### src/rtl/core/upe_pkg.sv
// Shared types, constants and character functions of the URL percent escaper.
package upe_pkg;

    localparam logic [7:0] CHAR_PERCENT = 8'h25;
    localparam logic [7:0] HEX_DIGIT_BASE = 8'h30;
    localparam logic [7:0] HEX_ALPHA_BASE = 8'h37;
    localparam logic [3:0] HEX_ALPHA_START = 4'd10;

    typedef enum logic [0:0] {
        ST_IDLE,
        ST_EMIT
    } ctrl_state_t;

    typedef enum logic [1:0] {
        PH_FRESH,
        PH_HI,
        PH_LO
    } hex_phase_t;

    typedef struct packed {
        logic hold;
        logic run;
        logic step;
    } upe_cmd_t;

    typedef struct packed {
        logic seq_open;
        logic completes;
        logic in_lead;
        logic out_free;
        logic finish;
    } upe_status_t;

    function automatic logic [2:0] seq_len_of(input logic [7:0] b);
        logic [2:0] len;
        if ((b & 8'hF8) == 8'hF0) begin
            len = 3'd4;
        end else if ((b & 8'hF0) == 8'hE0) begin
            len = 3'd3;
        end else if ((b & 8'hE0) == 8'hC0) begin
            len = 3'd2;
        end else begin
            len = 3'd1;
        end
        return len;
    endfunction

    function automatic logic is_plain(input logic [7:0] b);
        return b inside {[8'h30:8'h39], [8'h41:8'h5A], [8'h61:8'h7A],
                         8'h5F, 8'h2D, 8'h2E};
    endfunction

    function automatic logic [7:0] hex_char(input logic [3:0] nib);
        logic [7:0] c;
        if (nib < HEX_ALPHA_START) begin
            c = HEX_DIGIT_BASE + {4'h0, nib};
        end else begin
            c = HEX_ALPHA_BASE + {4'h0, nib};
        end
        return c;
    endfunction

endpackage

### src/rtl/core/upe_ctrl.sv
// Controller state machine: decides hold or run per byte and paces emission.
module upe_ctrl import upe_pkg::*; (
    input  logic        aclk,
    input  logic        aresetn,
    input  logic        s_tvalid,
    input  logic        s_tlast,
    output logic        s_tready,
    input  upe_status_t st,
    output upe_cmd_t    cmd
);

    ctrl_state_t state_reg;
    ctrl_state_t state_next;
    logic        run_now;

    assign run_now = st.completes || s_tlast || !(st.seq_open || st.in_lead);

    always_ff @(posedge aclk) begin
        if (!aresetn) begin
            state_reg <= ST_IDLE;
        end else begin
            state_reg <= state_next;
        end
    end

    always_comb begin
        state_next = state_reg;
        cmd        = '0;
        s_tready   = 1'b0;
        case (state_reg)
            ST_IDLE: begin
                s_tready = 1'b1;
                if (s_tvalid) begin
                    if (run_now) begin
                        cmd.run    = 1'b1;
                        state_next = ST_EMIT;
                    end else begin
                        cmd.hold = 1'b1;
                    end
                end
            end
            ST_EMIT: begin
                if (st.out_free) begin
                    cmd.step = 1'b1;
                    if (st.finish) begin
                        state_next = ST_IDLE;
                    end
                end
            end
            default: begin
                state_next = ST_IDLE;
            end
        endcase
    end

endmodule

### src/rtl/core/upe_dpath.sv
// Datapath: held UTF-8 bytes, classification walk and output register.
module upe_dpath import upe_pkg::*; (
    input  logic        aclk,
    input  logic        aresetn,
    input  logic [7:0]  s_tdata,
    input  logic        s_tlast,
    input  upe_cmd_t    cmd,
    output upe_status_t st,
    output logic        m_tvalid,
    input  logic        m_tready,
    output logic [7:0]  m_tdata,
    output logic        m_tlast
);

    logic [7:0] held_reg [4];
    logic [1:0] cnt_reg, cnt_next;
    logic [2:0] len_reg, len_next;
    logic [2:0] pos_reg, pos_next;
    logic [1:0] raw_left_reg, raw_left_next;
    hex_phase_t phase_reg, phase_next;
    logic       last_reg, last_next;
    logic [7:0] out_data_reg, out_data_next;
    logic       out_last_reg, out_last_next;
    logic       out_valid_reg, out_valid_next;

    logic [7:0] cur;
    logic [2:0] cur_cl;
    logic [2:0] raw_run;
    logic       fits;
    logic [7:0] step_char;
    logic [2:0] step_pos;
    logic [1:0] step_raw_left;
    hex_phase_t step_phase;
    logic       step_finish;

    assign cur     = held_reg[pos_reg[1:0]];
    assign cur_cl  = seq_len_of(cur);
    assign raw_run = cur_cl - 3'd1;
    assign fits    = ({1'b0, pos_reg} + {1'b0, cur_cl}) <= {1'b0, len_reg};

    always_comb begin
        step_char     = cur;
        step_pos      = pos_reg;
        step_raw_left = raw_left_reg;
        step_phase    = phase_reg;
        case (phase_reg)
            PH_HI: begin
                step_char  = hex_char(cur[7:4]);
                step_phase = PH_LO;
            end
            PH_LO: begin
                step_char  = hex_char(cur[3:0]);
                step_phase = PH_FRESH;
                step_pos   = pos_reg + 3'd1;
            end
            default: begin
                if (raw_left_reg != 2'd0) begin
                    step_raw_left = raw_left_reg - 2'd1;
                    step_pos      = pos_reg + 3'd1;
                end else if (cur_cl != 3'd1 && fits) begin
                    step_raw_left = raw_run[1:0];
                    step_pos      = pos_reg + 3'd1;
                end else if (is_plain(cur)) begin
                    step_pos = pos_reg + 3'd1;
                end else begin
                    step_char  = CHAR_PERCENT;
                    step_phase = PH_HI;
                end
            end
        endcase
        step_finish = (step_phase == PH_FRESH) && (step_pos == len_reg);
    end

    always_comb begin
        st.seq_open  = cnt_reg != 2'd0;
        st.completes = st.seq_open &&
                       ({1'b0, cnt_reg} + 3'd1 >= seq_len_of(held_reg[0]));
        st.in_lead   = seq_len_of(s_tdata) != 3'd1;
        st.out_free  = !out_valid_reg || m_tready;
        st.finish    = step_finish;
    end

    always_comb begin
        cnt_next       = cnt_reg;
        len_next       = len_reg;
        pos_next       = pos_reg;
        raw_left_next  = raw_left_reg;
        phase_next     = phase_reg;
        last_next      = last_reg;
        out_data_next  = out_data_reg;
        out_last_next  = out_last_reg;
        out_valid_next = out_valid_reg && !m_tready;
        if (cmd.hold) begin
            cnt_next = cnt_reg + 2'd1;
        end
        if (cmd.run) begin
            cnt_next      = 2'd0;
            len_next      = {1'b0, cnt_reg} + 3'd1;
            pos_next      = 3'd0;
            raw_left_next = 2'd0;
            phase_next    = PH_FRESH;
            last_next     = s_tlast;
        end
        if (cmd.step) begin
            pos_next       = step_pos;
            raw_left_next  = step_raw_left;
            phase_next     = step_phase;
            out_data_next  = step_char;
            out_last_next  = last_reg && step_finish;
            out_valid_next = 1'b1;
        end
    end

    always_ff @(posedge aclk) begin
        if (cmd.hold || cmd.run) begin
            held_reg[cnt_reg] <= s_tdata;
        end
        len_reg      <= len_next;
        pos_reg      <= pos_next;
        raw_left_reg <= raw_left_next;
        phase_reg    <= phase_next;
        last_reg     <= last_next;
        out_data_reg <= out_data_next;
        out_last_reg <= out_last_next;
    end

    always_ff @(posedge aclk) begin
        if (!aresetn) begin
            cnt_reg       <= 2'd0;
            out_valid_reg <= 1'b0;
        end else begin
            cnt_reg       <= cnt_next;
            out_valid_reg <= out_valid_next;
        end
    end

    assign m_tvalid = out_valid_reg;
    assign m_tdata  = out_data_reg;
    assign m_tlast  = out_last_reg;

endmodule

### src/rtl/core/url_percent_escape_utf8.sv
// URL percent escaper for a byte stream that passes complete UTF-8 sequences raw.
// The block produces one output character per cycle through a single output
// register while the output is not stalled: one for a plain byte, three for an
// escaped byte, and none for a byte held as part of an open UTF-8 sequence (the
// completing byte then yields every byte of the sequence). Input is not taken
// while characters of the previous item are still being produced; a stalled
// output holds the walk. tlast on the input marks the end of a string and
// flushes held bytes; tlast on the output marks its final character.
module url_percent_escape_utf8 import upe_pkg::*; (
    input  logic       aclk,
    input  logic       aresetn,
    input  logic       s_tvalid,
    output logic       s_tready,
    input  logic [7:0] s_tdata,   // [7:0] in_byte
    input  logic       s_tlast,
    output logic       m_tvalid,
    input  logic       m_tready,
    output logic [7:0] m_tdata,   // [7:0] out_byte
    output logic       m_tlast
);

    upe_cmd_t    cmd;
    upe_status_t st;

    upe_ctrl u_ctrl (
        .aclk     (aclk),
        .aresetn  (aresetn),
        .s_tvalid (s_tvalid),
        .s_tlast  (s_tlast),
        .s_tready (s_tready),
        .st       (st),
        .cmd      (cmd)
    );

    upe_dpath u_dpath (
        .aclk     (aclk),
        .aresetn  (aresetn),
        .s_tdata  (s_tdata),
        .s_tlast  (s_tlast),
        .cmd      (cmd),
        .st       (st),
        .m_tvalid (m_tvalid),
        .m_tready (m_tready),
        .m_tdata  (m_tdata),
        .m_tlast  (m_tlast)
    );

endmodule

### config.mk
export PLATFORM = sky130hd
export DESIGN_NAME = url_percent_escape_utf8
export DESIGN_NICKNAME = d
export VERILOG_FILES = /design/src/rtl/core/upe_pkg.sv /design/src/rtl/core/upe_ctrl.sv /design/src/rtl/core/upe_dpath.sv /design/src/rtl/core/url_percent_escape_utf8.sv
export SDC_FILE = /design/constraint.sdc
export NUM_CORES = 1
export LEC_CHECK = 0
export ABC_AREA = 1
export BUFFER_PORTS_ARGS = -buffer_cell sky130_fd_sc_hd__buf_2
export CAP_MARGIN = 20
export CORE_MARGIN = 2
export CORE_UTILIZATION = 25
export CTS_BUF_LIST = sky130_fd_sc_hd__clkbuf_8
export DETAILED_ROUTE_END_ITERATION = 7
export HOLD_SLACK_MARGIN = 0.12
export PLACE_DENSITY = 0.4
export SETUP_SLACK_MARGIN = 0.4
export SYNTH_ARGS = -nofsm -noshare
export SYNTH_HDL_FRONTEND = slang
export SYNTH_SLANG_ARGS = --single-unit
export TNS_END_PERCENT = 10
### constraint.sdc
create_clock -name aclk -period 7.85 [get_ports aclk]
set_clock_uncertainty 0.2 [all_clocks]
set_input_delay 0.3925 -clock aclk [delete_from_list [all_inputs] [get_ports aclk]]
set_output_delay 0.3925 -clock aclk [all_outputs]
set_load 0.02 [all_outputs]
# After elaboration in Yosys (flattened, before gate mapping)
# Memory sizes are Yosys's and may differ from the RTL's. A register that Yosys moved wholly into a read port is not among the register bits.
# Index checks and enable logic that the tools add are counted.
[classes]
addsub = 10
order_cmp = 10
eq_ne = 19
muxes = 46
n_bitwise = 2
n_reduce_logical = 24
[op_table]
columns = ["operator", "n"]
rows = [
  ["$mux 8", 5],
  ["$mux 2", 16],
  ["$mux 3", 10],
  ["$add 6x4->7 const A", 4],
  ["$eq 8x6->1 const B", 2],
  ["$ge 8x7->1 const B", 2],
  ["$le 8x7->1 const B", 2],
  ["$pmux 8 s2", 1],
  ["$eq 5x5->1 const B", 3],
  ["$eq 4x4->1 const B", 3],
  ["$mux 1", 11],
  ["$eq 3x3->1 const B", 3],
  ["$ne 3x1->1 const B", 3],
  ["$eq 8x7->1 const B", 1],
  ["$ge 8x6->1 const B", 1],
  ["$le 8x6->1 const B", 1],
  ["$logic_and 1x1->1", 8],
  ["$lt 4x4->1 const B", 2],
  ["$pmux 3 s2", 1],
  ["$reduce_bool 2->1", 3],
  ["$reduce_bool 6->1", 1],
  ["$logic_or 1x1->1", 5],
  ["$add 3x3->4", 1],
  ["$le 4x3->1", 1],
  ["other kinds (16)", 21],
]
[totals]
reg_bits = 24
ram_bits = 32
in_bits = 13
out_inout_bits = 11
word_cells = 122
n_memories = 1
[memory_table]
columns = ["name", "words", "width", "read_ports", "rd_clocked_by_memory_dff", "write_ports", "line", "text"]
rows = [
  ["u_dpath.held_reg", 4, 8, 2, 1, 1, "upe_dpath.sv:15", "logic [7:0] held_reg [4];"],
]

# Depth between registers and ports, before layout
[logic_depth]
depth_word = 15
depth_mapped = 32
mapped_depth_nobuf = 30

# Modules after synthesis
# From an unflattened synthesis, not the netlist that was laid out.
[unflattened]
cells_unflattened = 423
area_unflattened_um2 = 3583.4
[by_module_without_submodules]
columns = ["module", "n_inst", "cells_per_inst", "area_per_inst_um2", "seq_area_each_um2"]
rows = [
  ["upe_dpath", 1, 405, 3493.4, 1661.6],
  ["upe_ctrl", 1, 18, 90.1, 20.0],
]

# Worst setup path before layout
# No wires, ideal clock.
[synth_timing]
path_kind = "flip-flop to flip-flop"
startpoint = "reg with a tool-made name"
endpoint = "reg u_dpath.out_last_reg (netlist: u_dpath.m_tlast) (data pin)"
setup_ns = 0.255
arrival_time_ns = 3.434
required_ns = 7.395
path_slack_ns = 3.960
stages_incl_launch_ff = 31
path_buffers = 2
period_less_slack_ns = 3.890
path_cell_list = "dfxtp_1 > buf_6 > inv_6 > buf_12 > nand2_2 > nand2_1 > nand2_1 > nand2_1 > ha_1 > inv_1 > nand3_1 > nand2_1 > inv_1 > ha_1 > fa_1 > xor2_1 > ha_1 > inv_1 > o21bai_1 > a21oi_1 > nand2_1 > nand2_2 > nor2_4 > nand2_4 > nand2_1 > nand3_2 > nand2_1 > nand2_1 > nand2_1 > nor2_2 > and3_1"
[synth_lines]
columns = ["item", "line", "text"]
rows = [
  ["to (signal assigned)", "upe_dpath.sv:124", "out_last_reg <= out_last_next;"],
  ["to (decl)", "upe_dpath.sv:23", "logic out_last_reg, out_last_next;"],
]

==> impl_metrics.csv <==
group,metric,value,unit
synth,yosys-top-cells-count,"nand2_1, edfxtp_1, inv_1",
grt,grt_pass1_vias,2864,
layout,diodes,0,
detailed_routing,drcViolationCount,0,
synth,yosysTopAreaCellShare,42.0,%
grt,grtUsageTotal,11.7,%
synth,synth_top_area_cell,"edfxtp_1",
synth,yosys.cell_types.count,40,
detailed_routing,dr.pass1.iters,4,
clock_network,clkTransAtPathRegs,0.07,ns
placement,dpl.hpwl,6730,um
setup_path,worstSetupEndpointType,"flop",
synth,avgSynthCellArea,8.79,sq um
placement,post-place-cells,621,
setup_path,cp-start-kind,"flop",
power,sequentialPowerShare,27.5,%
setup_path,critical_path.top_delay_family,"simple AND/OR/NAND/NOR gates",
die,ios,24,
clock_network,cts_sinks,58,
setup_path,crit_required,7.76,ns
power,comb_power_share,52.2,%
synth,syn-num-nets,462,
die,die_y,126,um
setup_path,cp_max_fo,18,
synth,yosysWarnings,0,
power,sw_frac_of_total,45.4,%
grt,grt.overflow.total,0,
setup_path,rrSetupSlack,3.18,ns
synth,async_reset_ff_share,0,%
setup_path,crit_type,"flop to flop",
sta,drv_slew,0,
power,p_per_area,374,nW/um^2
grt,antenna_found_initial,0,
clock_network,cts_made_buffers,9,
synth,synth.most_common_cell,"nand2_1",
layout,final_cells,648,
detailed_routing,vias,2858,
synth,synth_area_leaders,"edfxtp_1, nand2_1, ha_1",
layout,drive_above_1_share,18.1,%
sta,finalHoldViolations,0,
power,p_int,0.000884,W
clock_network,clock_latency,0.34,ns
sta,fin_setup_tns,0,ns
die,chipWidth,126,um
layout,syn_to_final_growth,16.3,%
detailed_routing,drt_iter0_markers,144,
power,power_leakage,1.91,nW
detailed_routing,ant_nets,0,
synth,synth_cells,423,
clock_network,clockRootBuffer,"clkbuf_8",
setup_path,critPathBufInv,4,
setup_path,crit_path_top_delay_cell,"dfxtp_1",
sta,setup_violations,0,
die,fp-row-count,44,
layout,finalNetCount,498,
clock_network,h-tree-depth,3,
placement,port-buffer-count,23,
sta,timing.final.crit_period,4.67,ns
sta,rsz0062_at_grt,"false",
layout,design_area,4320,sq um
synth,ys_seq_area_share,45.2,%
layout,final_util,29.7,%
detailed_routing,viasPerCell,4.41,
sta,fin_ws,3.18,ns
grt,grt_max_degree,19,
setup_path,cp_common_cell,"nand2_1",
clock_network,clockBufferDepth,2,
placement,pre_cts_ws,3.16,ns
detailed_routing,wl_per_cell,13.3,um
run,max_cap_violations,0,
synth,ys_ff_latch,58,
sta,period_share,59.5,%
synth,synthFlopType,"edfxtp_1",
power,p_clk_share,20.2,%
power,p_sw,0.000734,W
setup_path,worstPathArrival,4.58,ns
die,die-area,15900,sq um
detailed_routing,wirelength,8590,um
layout,largest_reg_flops,32,
grt,grt_pass1_wl,14700,um
sta,relSlewSlack,43.1,%
sta,worst_slew_pin_slew,0.851,ns
sta,fmax,214,MHz
placement,place_area,3980,sq um
clock_network,cts_tree,"done",
placement,place.gp.congestion,0.810,
power,ir_drop,0.104,mV
synth,synth_enable_flop_cells,52,
die,core,14500,sq um
synth,netlist_area,3720,sq um
min_path,min_path_type,"primary input to flop",
die,initial_core_util,25.6,%
setup_path,critPathMaxStageDelay,0.79,ns
min_path,hold_start,"m_tready",
outcome,status,"finished, final reports clean",
per-stage QoR:
stage	total power, W	hold slack, ns
after floorplan	0.00113	0.260
after global placement	0.00130	0.276
after detailed placement	0.00130	0.285
after CTS	0.00164	0.144
after global routing	0.00177	0.193
final	0.00162	0.173
worst paths after layout:
kind,depth (start not counted),end
setup / recovery,28,u_dpath.m_tlast
setup reg to reg,28,u_dpath.m_tlast
hold / removal,4,u_dpath.m_tvalid
hold reg to reg,2,u_ctrl.state_reg
cells by family (layout without fill, tap and decap cells):
family          count (synthesis)  in the layout  synth area share (%)
compound gates                 48             48                  8.14
flops                          58             58                  45.2
xor+xnor                        2              2                 0.471
buf+inv                        59            100                  7.47
fa+ha+maj                      26             26                  8.95
simple gates                  230            230                  29.7
cell usage in the layout, fill, tap and decap left out, drive strengths merged, types with 2 or more instances in the layout:
cell type | synthesis | layout
inv | 50 | 52
o22ai | 3 | 3
ha | 25 | 25
nor3 | 2 | 2
nor2 | 40 | 40
o21bai | 3 | 3
xor2 | 2 | 2
a31oi | 2 | 2
edfxtp | 52 | 52
o211ai | 4 | 4
o21ai | 12 | 12
clkinv | 0 | 2
nand3 | 48 | 48
bufinv | 0 | 3
clkbuf | 1 | 9
dlygate4sd3 | 0 | 11
dfxtp | 6 | 6
a221o | 2 | 2
a21oi | 17 | 17
buf | 8 | 23
nand2 | 137 | 137
per-layer routing:
layer | track usage, % | part of all wire, % | up-vias
li1 | - | - | 1488
met1 | 15.7 | 49 | 1310
met2 | 18.4 | 45 | 52
met3 | 3.36 | 4.5 | 8
met4 | 3.56 | 0.95 | 0
met5 | 0 | 0 | -
final cells by class:
type / instances / area (sq um)
Clock buffer: 9 / 124
Clock inverter: 7 / 110
Fill cell: 1580 / 10200
Inverter: 50 / 193
Multi-Input combinational cell: 306 / 1760
Sequential cell: 58 / 1680
Tap cell: 184 / 230
Timing Repair Buffer: 34 / 225
worst register-to-register path: cells and delay by family (launching register included):
family                     cells  cell delay (ns)
buffers and inverters          4             0.39
xor gates and xnor gates       1             0.18
and+or+nand+nor               17             1.56
DFF                            1             0.79
AOI/OAI and AO/OA              2             0.19
adders and majority gates      4             1.15
power groups by stage:
stage / logic (W) / registers (W) / clock network (W)
floorplan: 0.000682 / 0.000445 / 0
global placement: 0.000850 / 0.000454 / 0
detailed placement: 0.000842 / 0.000454 / 0
CTS: 0.000853 / 0.000448 / 0.000338
global route: 0.000967 / 0.000454 / 0.000351
finish: 0.000845 / 0.000446 / 0.000327
repair_timing:
item | 4_1_cts | 5_1_grt
endpoints found under the setup margin | 0 | 0
hold endpoints to repair | 36 | 0
buffers inserted | 0 | 0
gates resized for setup | 0 | 0
hold buffers | 11 | 0
Note: power is estimated with default switching activity, not from simulation.
